$ cat src/design/fvn_pkg.sv
// Shared types, constants and helper functions for the fractal value noise sampler.
// No dependencies; the front end, back end and top level import this package.
`default_nettype none

package fvn_pkg;

  localparam int TableBits = 8;
  localparam int TableSize = 1 << TableBits;
  localparam int FracBits  = 16;
  localparam int PosW      = TableBits + FracBits;
  localparam int OutW      = 16;
  localparam int MaxOct    = TableBits + 1;
  localparam int CornerN   = 8;
  localparam int QDepth    = 4;
  localparam int QPtrW     = $clog2(QDepth);
  localparam int WeightW   = FracBits + 1;
  localparam int AmpW      = 17;
  localparam int AccW      = 21;
  localparam int SumW      = 37;
  localparam int ProdW     = 33;
  localparam int QuoW      = 16;
  localparam int CfgDataW  = 16;

  localparam logic [WeightW-1:0] OneF = WeightW'(1) << FracBits;
  localparam logic [AmpW-1:0]    AmpOne = AmpW'(65536);

  // command codes
  localparam logic CMD_WRITE  = 1'b0;
  localparam logic CMD_SAMPLE = 1'b1;

  // configuration register indexes
  localparam logic [0:0] CFG_OCTAVE_COUNT = 1'b0;
  localparam logic [0:0] CFG_PERSISTENCE  = 1'b1;

  // one queued command after classification
  typedef struct packed {
    logic                               cmd;
    logic [TableBits-1:0]               idx;
    logic [TableBits-1:0]               val;
    logic [2:0][TableBits-1:0]          ip;
    logic [2:0][FracBits-1:0]           fr;
  } fvn_item_t;

  typedef enum logic [3:0] {
    ST_IDLE, ST_ADDR, ST_YRD, ST_ZRD,
    ST_L1M, ST_L1A, ST_L2M, ST_L2A, ST_L3M, ST_L3A,
    ST_ACC, ST_SUM, ST_DIV, ST_DONE
  } fvn_state_t;

  // finish a lerp from the registered base, direction and product
  function automatic logic [FracBits-1:0] lerp_add(input logic [FracBits-1:0] a,
                                                   input logic ge,
                                                   input logic [ProdW-1:0] p);
    logic [FracBits-1:0] step;
    step = FracBits'(p >> FracBits);
    return ge ? a + step : a - step;
  endfunction

endpackage

`default_nettype wire

$ cat src/design/fvn_front.sv
// Front end: accepts commands, splits positions into lattice and fraction parts,
// and holds them in a short queue for the back end. Depends on fvn_pkg.
`default_nettype none

module fvn_front import fvn_pkg::*; (
  input  wire logic            clk,
  input  wire logic            rst,
  input  wire logic            push,
  output logic                 full,
  input  wire logic            command,
  input  wire logic [7:0]      entry_index,
  input  wire logic [7:0]      entry_value,
  input  wire logic [PosW-1:0] pos_x,
  input  wire logic [PosW-1:0] pos_y,
  input  wire logic [PosW-1:0] pos_z,
  output logic                 q_valid,
  output fvn_item_t            q_head,
  input  wire logic            q_pop
);

  fvn_item_t        slots [QDepth];
  logic [QPtrW-1:0] wptr;
  logic [QPtrW-1:0] rptr;
  logic [QPtrW:0]   count;
  fvn_item_t        cls;
  logic             do_push;
  logic             do_pop;

  // classify: integer part wraps at the table size
  always_comb begin
    cls.cmd   = command;
    cls.idx   = entry_index;
    cls.val   = entry_value;
    cls.ip[0] = pos_x[PosW-1:FracBits];
    cls.ip[1] = pos_y[PosW-1:FracBits];
    cls.ip[2] = pos_z[PosW-1:FracBits];
    cls.fr[0] = pos_x[FracBits-1:0];
    cls.fr[1] = pos_y[FracBits-1:0];
    cls.fr[2] = pos_z[FracBits-1:0];
  end

  assign full    = (count == (QPtrW+1)'(QDepth));
  assign q_valid = (count != '0);
  assign q_head  = slots[rptr];
  assign do_push = push && !full;
  assign do_pop  = q_pop && q_valid;

  // store transfers
  always_ff @(posedge clk) begin
    if (do_push) begin
      slots[wptr] <= cls;
    end
  end

  // advance pointers and fill count
  always_ff @(posedge clk) begin
    if (rst) begin
      wptr  <= '0;
      rptr  <= '0;
      count <= '0;
    end else begin
      if (do_push) wptr <= wptr + 1'b1;
      if (do_pop)  rptr <= rptr + 1'b1;
      count <= count + (QPtrW+1)'(do_push) - (QPtrW+1)'(do_pop);
    end
  end

endmodule

`default_nettype wire

$ cat config.mk
export PLATFORM = sky130hd
export DESIGN_NAME = fvn_front
export DESIGN_NICKNAME = d
export VERILOG_FILES = /design/src/design/fvn_pkg.sv /design/src/design/fvn_front.sv
export SDC_FILE = /design/constraint.sdc
export NUM_CORES = 1
export LEC_CHECK = 0
export BUFFER_PORTS_ARGS = -buffer_cell sky130_fd_sc_hd__buf_4
export CAP_MARGIN = 10
export CORE_MARGIN = 2
export CORE_UTILIZATION = 57
export DETAILED_ROUTE_END_ITERATION = 8
export PLACE_DENSITY = 0.84
export SYNTH_ARGS = -nofsm -noshare
export SYNTH_HDL_FRONTEND = slang
export SYNTH_SLANG_ARGS = --single-unit
$ cat constraint.sdc
create_clock -name clk -period 4.15 [get_ports clk]
set_clock_uncertainty 0.15 [all_clocks]
set_input_delay 0.2075 -clock clk [delete_from_list [all_inputs] [get_ports clk]]
set_output_delay 0.2075 -clock clk [all_outputs]
set_load 0.02 [all_outputs]
* Word-level counts from Yosys, hierarchy flattened
Memories as Yosys holds them, arrays and structs flattened. A register that Yosys moved wholly into a read port is not among the register bits. Index checks and enable logic that the tools add are counted. Widths: inputs -> output; s select.
Cells by class: multiplexer cells 4, equality and inequality tests 1, multipliers 0, shifts and indexed selects 0, bitwise gates (word level) 0, $lt $le $gt $ge 0, divide/modulo/power cells 0, reductions and logical operators 4, $add $sub $neg 4
Operator list (count):
- $add 2x1->2 const B | 2
- $mux 2 | 2
- $add 3x1->3 | 1
- $eq 3x3->1 const B | 1
- $reduce_bool 3->1 | 1
- $sub 3x1->3 | 1
- $logic_and 1x1->1 | 2
- $mux 1 | 2
- $logic_not 1->1 | 1
Word-level totals: memory bits (writable) 356, output and inout bits 91, ROM bits 0, input bits 93, register bits after elaboration 7, word-level logic and storage cells 17, bits in latches 0, memories 1
Memory list:
- slots | words 4, width 89, read ports 1, clocked after Yosys merged registers in 1, wr ports 1, line fvn_front.sv:21 | fvn_item_t slots [QDepth];

* Depth between registers and ports, before layout
Gate-level depths: netlist of run 1.
word-level depth 5, mapped depth 11, depth with buffers taken out 11

* Least setup slack after synthesis of run 1
Ideal clock, no wire load.
path type reg2reg, from register count[1], to memory slots[0][0] (netlist name), enable pin, setup time 0.457 ns, buffers on the path 0, path slack 0.591 ns, period minus slack after synthesis 3.559 ns, stages on the path, launching flop included 4, arrival time 2.951 ns, data required time 3.543 ns, cell sequence dfxtp_1 > nor3b_1 > nor2_1 > and2_1
Between the ends: longest elaborated chain between the ends 5
Ends and longest elaborated chain:
- start, declared | line fvn_front.sv:24 | logic [QPtrW:0] count;
- start signal, assigned | line fvn_front.sv:64 | count <= count + (QPtrW+1)'(do_push) - (QPtrW+1)'(do_pop);
- $eq 3x3->1 | line fvn_front.sv:42 | assign full = (count == (QPtrW+1)'(QDepth));
- named net full | line fvn_front.sv:9 | output logic full,
- $logic_not 1->1 | line fvn_front.sv:45 | assign do_push = push && !full;
- $logic_and 1x1->1 | line fvn_front.sv:45
- $mux 1 | line fvn_front.sv:50 | if (do_push) begin
- $mux 1 (not written as such) | line fvn_front.sv:51 | slots[wptr] <= cls;
- end, declared | line fvn_front.sv:21
The timed path passes the listed nets, and every way through them passes these cells.

==> reports/results.ini, run 1 <==
[grt]
grt_util_met3_pct = 5.70
antenna_found_initial = 1
grt_pass1_vias = 6837
use_met1_pct = 28.1
grt_pass1_wl_um = 39300
use_met2_pct = 37.5
busiest_layer = met2
grt_max_degree = 90
gr-total-overflow = 0
grt_usage_pct = 21.9

[detailed_routing]
ant_nets = 0
via_count = 6359
drt-total-wl_um = 26500
drt_first_iter_violations = 512
avgRoutedWirePerCell_um = 23.0
drc = 0
drtPass1Iterations = 7
via_per_inst = 5.53

[timing]
finalCritPeriodShare_pct = 71.6
slew_viol_final = 0
setup_violations = 0
fmax_mhz = 337
tightest_slew_ns = 1.09
fin_crit_ns = 2.97
slew_headroom_pct = 27.5
rsz0062_at_grt = no
tns_ns = 0
hold_viol_final = 0

[setup_path]
r2r_start = count[2]
crit_path_max_fanout = 54
cp_slowest_cell = dfxtp_4
path_buf_inv = 2
cp_top_family = flip-flops
cp.arrival_ns = 2.61
crit_required_ns = 3.79
ff2ff_setup_slack_ns = 1.33
start_kind = flop
cpPeakStageDelay_ns = 0.80
critPathKind = reg -> out
rr_worst_depth = 11
crit_chain = buf_12 > mux4_2 > buf_4
crit_path_end_kind = primary output
reg2reg_to = count[2]

[clock_tree]
clk_latency_ns = 0.50
cts.clk_slew.worst_paths_ns = 0.06
cts_root_buffer = clkbuf_16
cts.htree.levels = 2
clock_sinks = 365
cts_buffers = 36
cts_tree = built
clock_tree.buffer_depth = 3

[synthesis]
synth_common_cells = edfxtp_1 (356), mux4_2 (89), buf_2 (10)
netlist_top_cells_area = edfxtp_1 (80%), mux4_2 (15%), dfxtp_1 (1.4%), ha_1 (0.57%), buf_2 (0.38%)
ys_warn_count = 0
netlist.top_cell.by_area = edfxtp_1
yosysSeqAreaShare_pct = 81.9
async_flop_share_pct = 0
yosysTopAreaCellShare_pct = 80.5
synth_area_per_cell_um2 = 25.8
synth_cells = 514
ys_types = 25
synth_ff_type = edfxtp_1
synth.most_common_cell = edfxtp_1
synth_area_mm2 = 0.0133
syn-num-nets = 614
synth_edf_count = 356
ys_seq_elements = 365

[job]
maxCapViolCount = 0

[power_and_ir_drop]
vdd_drop_max_mv = 0.596
p_leak_nw = 5.81
p_per_area_mw_per_mm2 = 617

[outcome]
status = complete, no violations

[cells_and_area]
drive_above_1_share_pct = 40.0
multi_input_area_mm2 = 0.00227
area_delta_synth_final_pct = 28.8
fin_nets = 912
seq_area_mm2 = 0.0109
final_util_pct = 75.1
fill_cells = 1207

[floorplanning]
core_mm2 = 0.0228
ios = 184
start_util_pct = 58.3
dieArea_mm2 = 0.0245
fp.dieH_um = 157
rows = 55
die_w_um = 157

[min_path]
hold_path.startpoint = q_pop
hp-class = in -> reg
min_path_cells = 4

[placement]
dpl.hpwl_um = 14800
gp_congestion = 0.770
port_buffers = 183

[logic make-up (layout without fill, tap and decap cells)]
logic type               count (synthesis)  count (layout)  synth area share [%]
AND/OR/NAND/NOR                         18              18                 0.735
AO/OA/AOI/OAI                            4               4                 0.207
adder cells (fa/ha/maj)                  7               7                 0.716
multiplexers                            90              90                  15.2
flip-flops                             365             365                  81.9
other                                    0               1                     0
buffers and inverters                   27             349                  1.12
XOR/XNOR                                 3               3                 0.198
[placed cells by master (no fill, tap or decap), types with 4 or more instances in the layout]
master and n:
dlygate4sd3_1 91, edfxtp_1 356, dfxtp_1 7, clkbuf_8 4
mux4_2 89, inv_1 6, ha_1 6, buf_12 5
clkbuf_16 37, and2_4 4, nor2_1 6, buf_4 185
clkbuf_1 8, clkinv_1 5
[area by class of cell]
class / instances / share of cell area, %
Sequential cell: 365 / 63.6
Multi-Input combinational cell: 122 / 13.3
Inverter: 6 / 0.132
Clock inverter: 13 / 0.717
Timing Repair Buffer: 281 / 14.0
Antenna cell: 1 / 0.0146
Tap cell: 313 / 2.29
Clock buffer: 49 / 5.91
[worst min-delay path, cell delays in order]
cell and delay, ns:
buf_4 0.09, o31a_1 0.17, xnor2_1 0.10, nor2_1 0.08
[per-layer routing]
layer,share of wire (%),wire (um)
met1,39,10300
met2,52,13900
met3,6.6,1750
met4,2.1,565
met5,0,0
[through the flow]
stage	hold slack (ns)	power [mW]	area (um2)	setup WS (ns)	instances
3_3_place_gp	0.256	7.37	15100	1.65	996
4_1_cts	0.00817	10.6	17100	1.11	1149
2_1_floorplan	0.156	6.41	13300	0.591	514
6_report	0.0240	10.6	17100	1.18	1150
3_5_place_dp	0.260	7.45	15100	1.40	996
5_1_grt	0.0351	10.9	17100	0.991	1150
[state kept, by name, summed over array words and instances (netlist names), named ones only]
signal,count
rptr,2
slots,356
count,3
wptr,2
[how the worst max path moves through the flow]
stage                     startpoint          end  slack (ns)  cells after the start
after floorplan             count[1]  slots[0][0]        0.59                      3
final                           flop    q_head[9]        1.18                      3
after CTS                       flop    q_head[9]        1.11                      3
after detailed placement    count[1]     count[2]        1.40                     11
after global routing            flop    q_head[9]        0.99                      3
after global placement      count[1]     count[2]        1.65                     11
[power breakdown]
part	internal [mW]	switching [mW]
Clock	1.83	1.29
Combinational	1.32	1.39
Sequential	4.47	0.241
[timing repair]
item	CTS	global route
resized for setup	0	0
hold endpoints to repair	365	0
buffers inserted	0	0
hold buffers	91	0
No activity file was read; power rests on OpenSTA's default activity.
==> run 2, diff against run 1 <==
- ABC_AREA: not set -> 1
- CORE_UTILIZATION: 57 -> 52
- PLACE_DENSITY: 0.84 -> 0.81
- clock period: 4.15 -> 2.4 ns (I/O delays scaled with it)
==> reports/results.ini, run 2 <==
[synthesis]
yosysTopAreaCellShare_pct = 78.3  ; -2.2 points
synth_edf_count = 356  ; unchanged
synth_cells = 927  ; +80%
ys_seq_elements = 365  ; unchanged
synth_area_per_cell_um2 = 14.7  ; -43%
netlist_top_cells_area = edfxtp_1 (78%), o21ai_0 (5.4%), nor2_1 (5.3%), o22ai_1 (4.1%), dfxtp_1 (1.3%)
synth_common_cells = edfxtp_1 (356), nor2_1 (191), o21ai_0 (148)
netlist.top_cell.by_area = edfxtp_1
ys_types = 20  ; -20%
synth_area_mm2 = 0.0137  ; +2.8%
async_flop_share_pct = 0  ; unchanged
yosysSeqAreaShare_pct = 79.6  ; -2.2 points
synth.most_common_cell = edfxtp_1
syn-num-nets = 1027  ; +67%
ys_warn_count = 0  ; unchanged
synth_ff_type = edfxtp_1

[floorplanning]
die_w_um = 166  ; +6.0%
ios = 184  ; unchanged
start_util_pct = 52.7  ; -5.6 points
fp.dieH_um = 166  ; +6.0%
dieArea_mm2 = 0.0276  ; +12%
core_mm2 = 0.0259  ; +14%
rows = 59  ; +7.3%

[setup_path]
cp_top_family = buffers and inverters
crit_path_end_kind = primary output
start_kind = flop
crit_chain = inv_6 > buf_12 > o21ai_0 > o22ai_1 > buf_4
crit_path_max_fanout = 54  ; unchanged
cp.arrival_ns = 2.04  ; -0.57 ns
cpPeakStageDelay_ns = 0.37  ; -0.43 ns
critPathKind = reg -> out
crit_required_ns = 2.13  ; -1.66 ns
cp_slowest_cell = dfxtp_4
path_buf_inv = 3  ; +1

[clock_tree]
cts_root_buffer = clkbuf_16
cts_tree = built
clk_latency_ns = 0.51  ; about the same
cts.clk_slew.worst_paths_ns = 0.06  ; about the same
clock_tree.buffer_depth = 3  ; unchanged
cts.htree.levels = 2  ; unchanged
cts_buffers = 36  ; unchanged
clock_sinks = 365  ; unchanged
cts_setup_buffers = 0  ; unchanged

[grt]
grt_pass1_vias = 8651  ; +27%
gr-total-overflow = 0  ; unchanged
grt_pass1_wl_um = 45700  ; +16%
grt_usage_pct = 20.9  ; -1.0 points
grt_max_degree = 125  ; +39%
antenna_found_initial = 0  ; -1

[detailed_routing]
drtPass1Iterations = 5  ; -2
drc = 0  ; unchanged
ant_nets = 0  ; unchanged
avgRoutedWirePerCell_um = 18.8  ; -18%
drt-total-wl_um = 29400  ; +11%
via_count = 8633  ; +36%
drt_first_iter_violations = 819  ; +60%
via_per_inst = 5.54  ; +0.14%

[cells_and_area]
final_cell_mix = edfxtp_1 (356), nor2_1 (186), buf_4 (186)
top_register = slots
fill_cells = 1636  ; +36%
area_delta_synth_final_pct = 28.7  ; about the same
n_antenna_cell = 0  ; -1
fin_nets = 1300  ; +43%
largest_reg_flops = 356  ; unchanged
layout_commonest_cell = edfxtp_1
largestRegisters = slots (356), count (3)
drive_above_1_share_pct = 21.6  ; -18 points
final_util_pct = 67.8  ; -7.2 points

[timing]
fmax_mhz = 433
rsz0062_at_grt = no
slew_headroom_pct = 67.1  ; +40 points
finalCritPeriodShare_pct = 96.2
fin_crit_ns = 2.31
holdWs_ns = 0.162  ; +0.138 ns
hold_viol_final = 0  ; unchanged
tightest_slew_ns = 0.493  ; -0.594 ns
setup_violations = 0  ; unchanged
slew_viol_final = 0  ; unchanged

[placement]
port_buffers = 183  ; unchanged
gp_congestion = 0.763  ; -0.97%
dpl.hpwl_um = 15400  ; +4.0%

[min_path]
hp-class = in -> reg

[power_and_ir_drop]
vdd_drop_max_mv = 0.909  ; +52%
p_leak_nw = 6.24  ; +7.4%
p_per_area_mw_per_mm2 = 1060  ; +71%

[outcome]
status = complete, no violations

[job]
maxCapViolCount = 0  ; unchanged

## run 2: cell types whose count changed in the layout (fill, tap and decap cells not counted), sizes merged, moves of 4 or more
cell,change
nor2,+185
o21ai,+178
mux4,-89
o22ai,+89
nand2,+12
buf,+11
inv,+11
and2,-5
clkbuf,-4
## run 2: cell type report
| cell class | instances | area, um2 | area share [%] |
|---|---|---|---|
| flip-flops and latches | 365 | 10900 | 61.9 |
| well taps | 335 | 419 | 2.38 |
| clock inverters | 17 | 214 | 1.22 |
| clock buffers | 45 | 956 | 5.44 |
| repair buffers | 293 | 2620 | 14.9 |
| inverters | 17 | 68.8 | 0.392 |
| multi-input cells | 487 | 2420 | 13.8 |
## run 2: worst register-to-register path, stage by stage (launching register included)
cell and delay [ns]:
dfxtp_4 0.36, nor2_4 0.12, nand2_4 0.10, nand2_8 0.12, ha_1 0.23, inv_1 0.06
ha_1 0.14, inv_1 0.06, fa_1 0.39, o21ai_0 0.18, nor2_1 0.05
## run 2: final timing paths
check             startpoint          to  slack, ns  cells past startpoint
setup / recovery        flop  q_head[12]       0.09                      5
hold / removal           rst    count[1]       0.16                      3
setup reg to reg    count[1]    count[2]       0.31                     10
hold reg to reg      rptr[0]     rptr[0]       0.36                      2
## run 2: cell families (layout without fill, tap and decap cells)
| kind of cell | count (synthesis) | count (layout) | synth area share (%) |
|---|---|---|---|
| AOI/OAI and AO/OA | 274 | 274 | 10.9 |
| adders and majority gates | 7 | 7 | 0.696 |
| buffers and inverters | 75 | 372 | 3.12 |
| DFF | 365 | 365 | 79.6 |
| and+or+nand+nor | 206 | 206 | 5.69 |
## run 2: what timing repair did
item | CTS | global route
gates resized for setup | 0 | 3
hold endpoints to repair | 369 | 0
hold buffers | 92 | 0
setup endpoints to repair | 0 | 2
## run 2: metrics by stage
step	instance area, um2	worst slack (ns)	instances	total power, mW	TNS [ns]
2_1_floorplan	13700	-0.0923	927	11.0	-27.35
3_3_place_gp	15500	0.364	1405	12.8	0
3_5_place_dp	15500	0.341	1405	12.9	0
4_1_cts	17600	0.131	1559	18.6	0
5_1_grt	17600	0.0108	1559	19.3	0
6_report	17600	0.0901	1559	18.6	0
## run 2: metal layers
layer,up-vias,share of wire (%),global-route usage [%]
li1,4017,-,-
met1,4194,40,26.7
met2,356,50,35.7
met3,66,7.4,4.69
met4,0,2.5,6.65
met5,-,0,0
## run 2: power by group
group          total [mW]  internal (mW)  leakage, nW  switching, mW
registers            7.95           7.76         3.34          0.188
logic                5.05           1.84         2.33           3.21
clock network        5.55           3.36        0.569           2.19
total                18.6           13.0         6.24           5.59
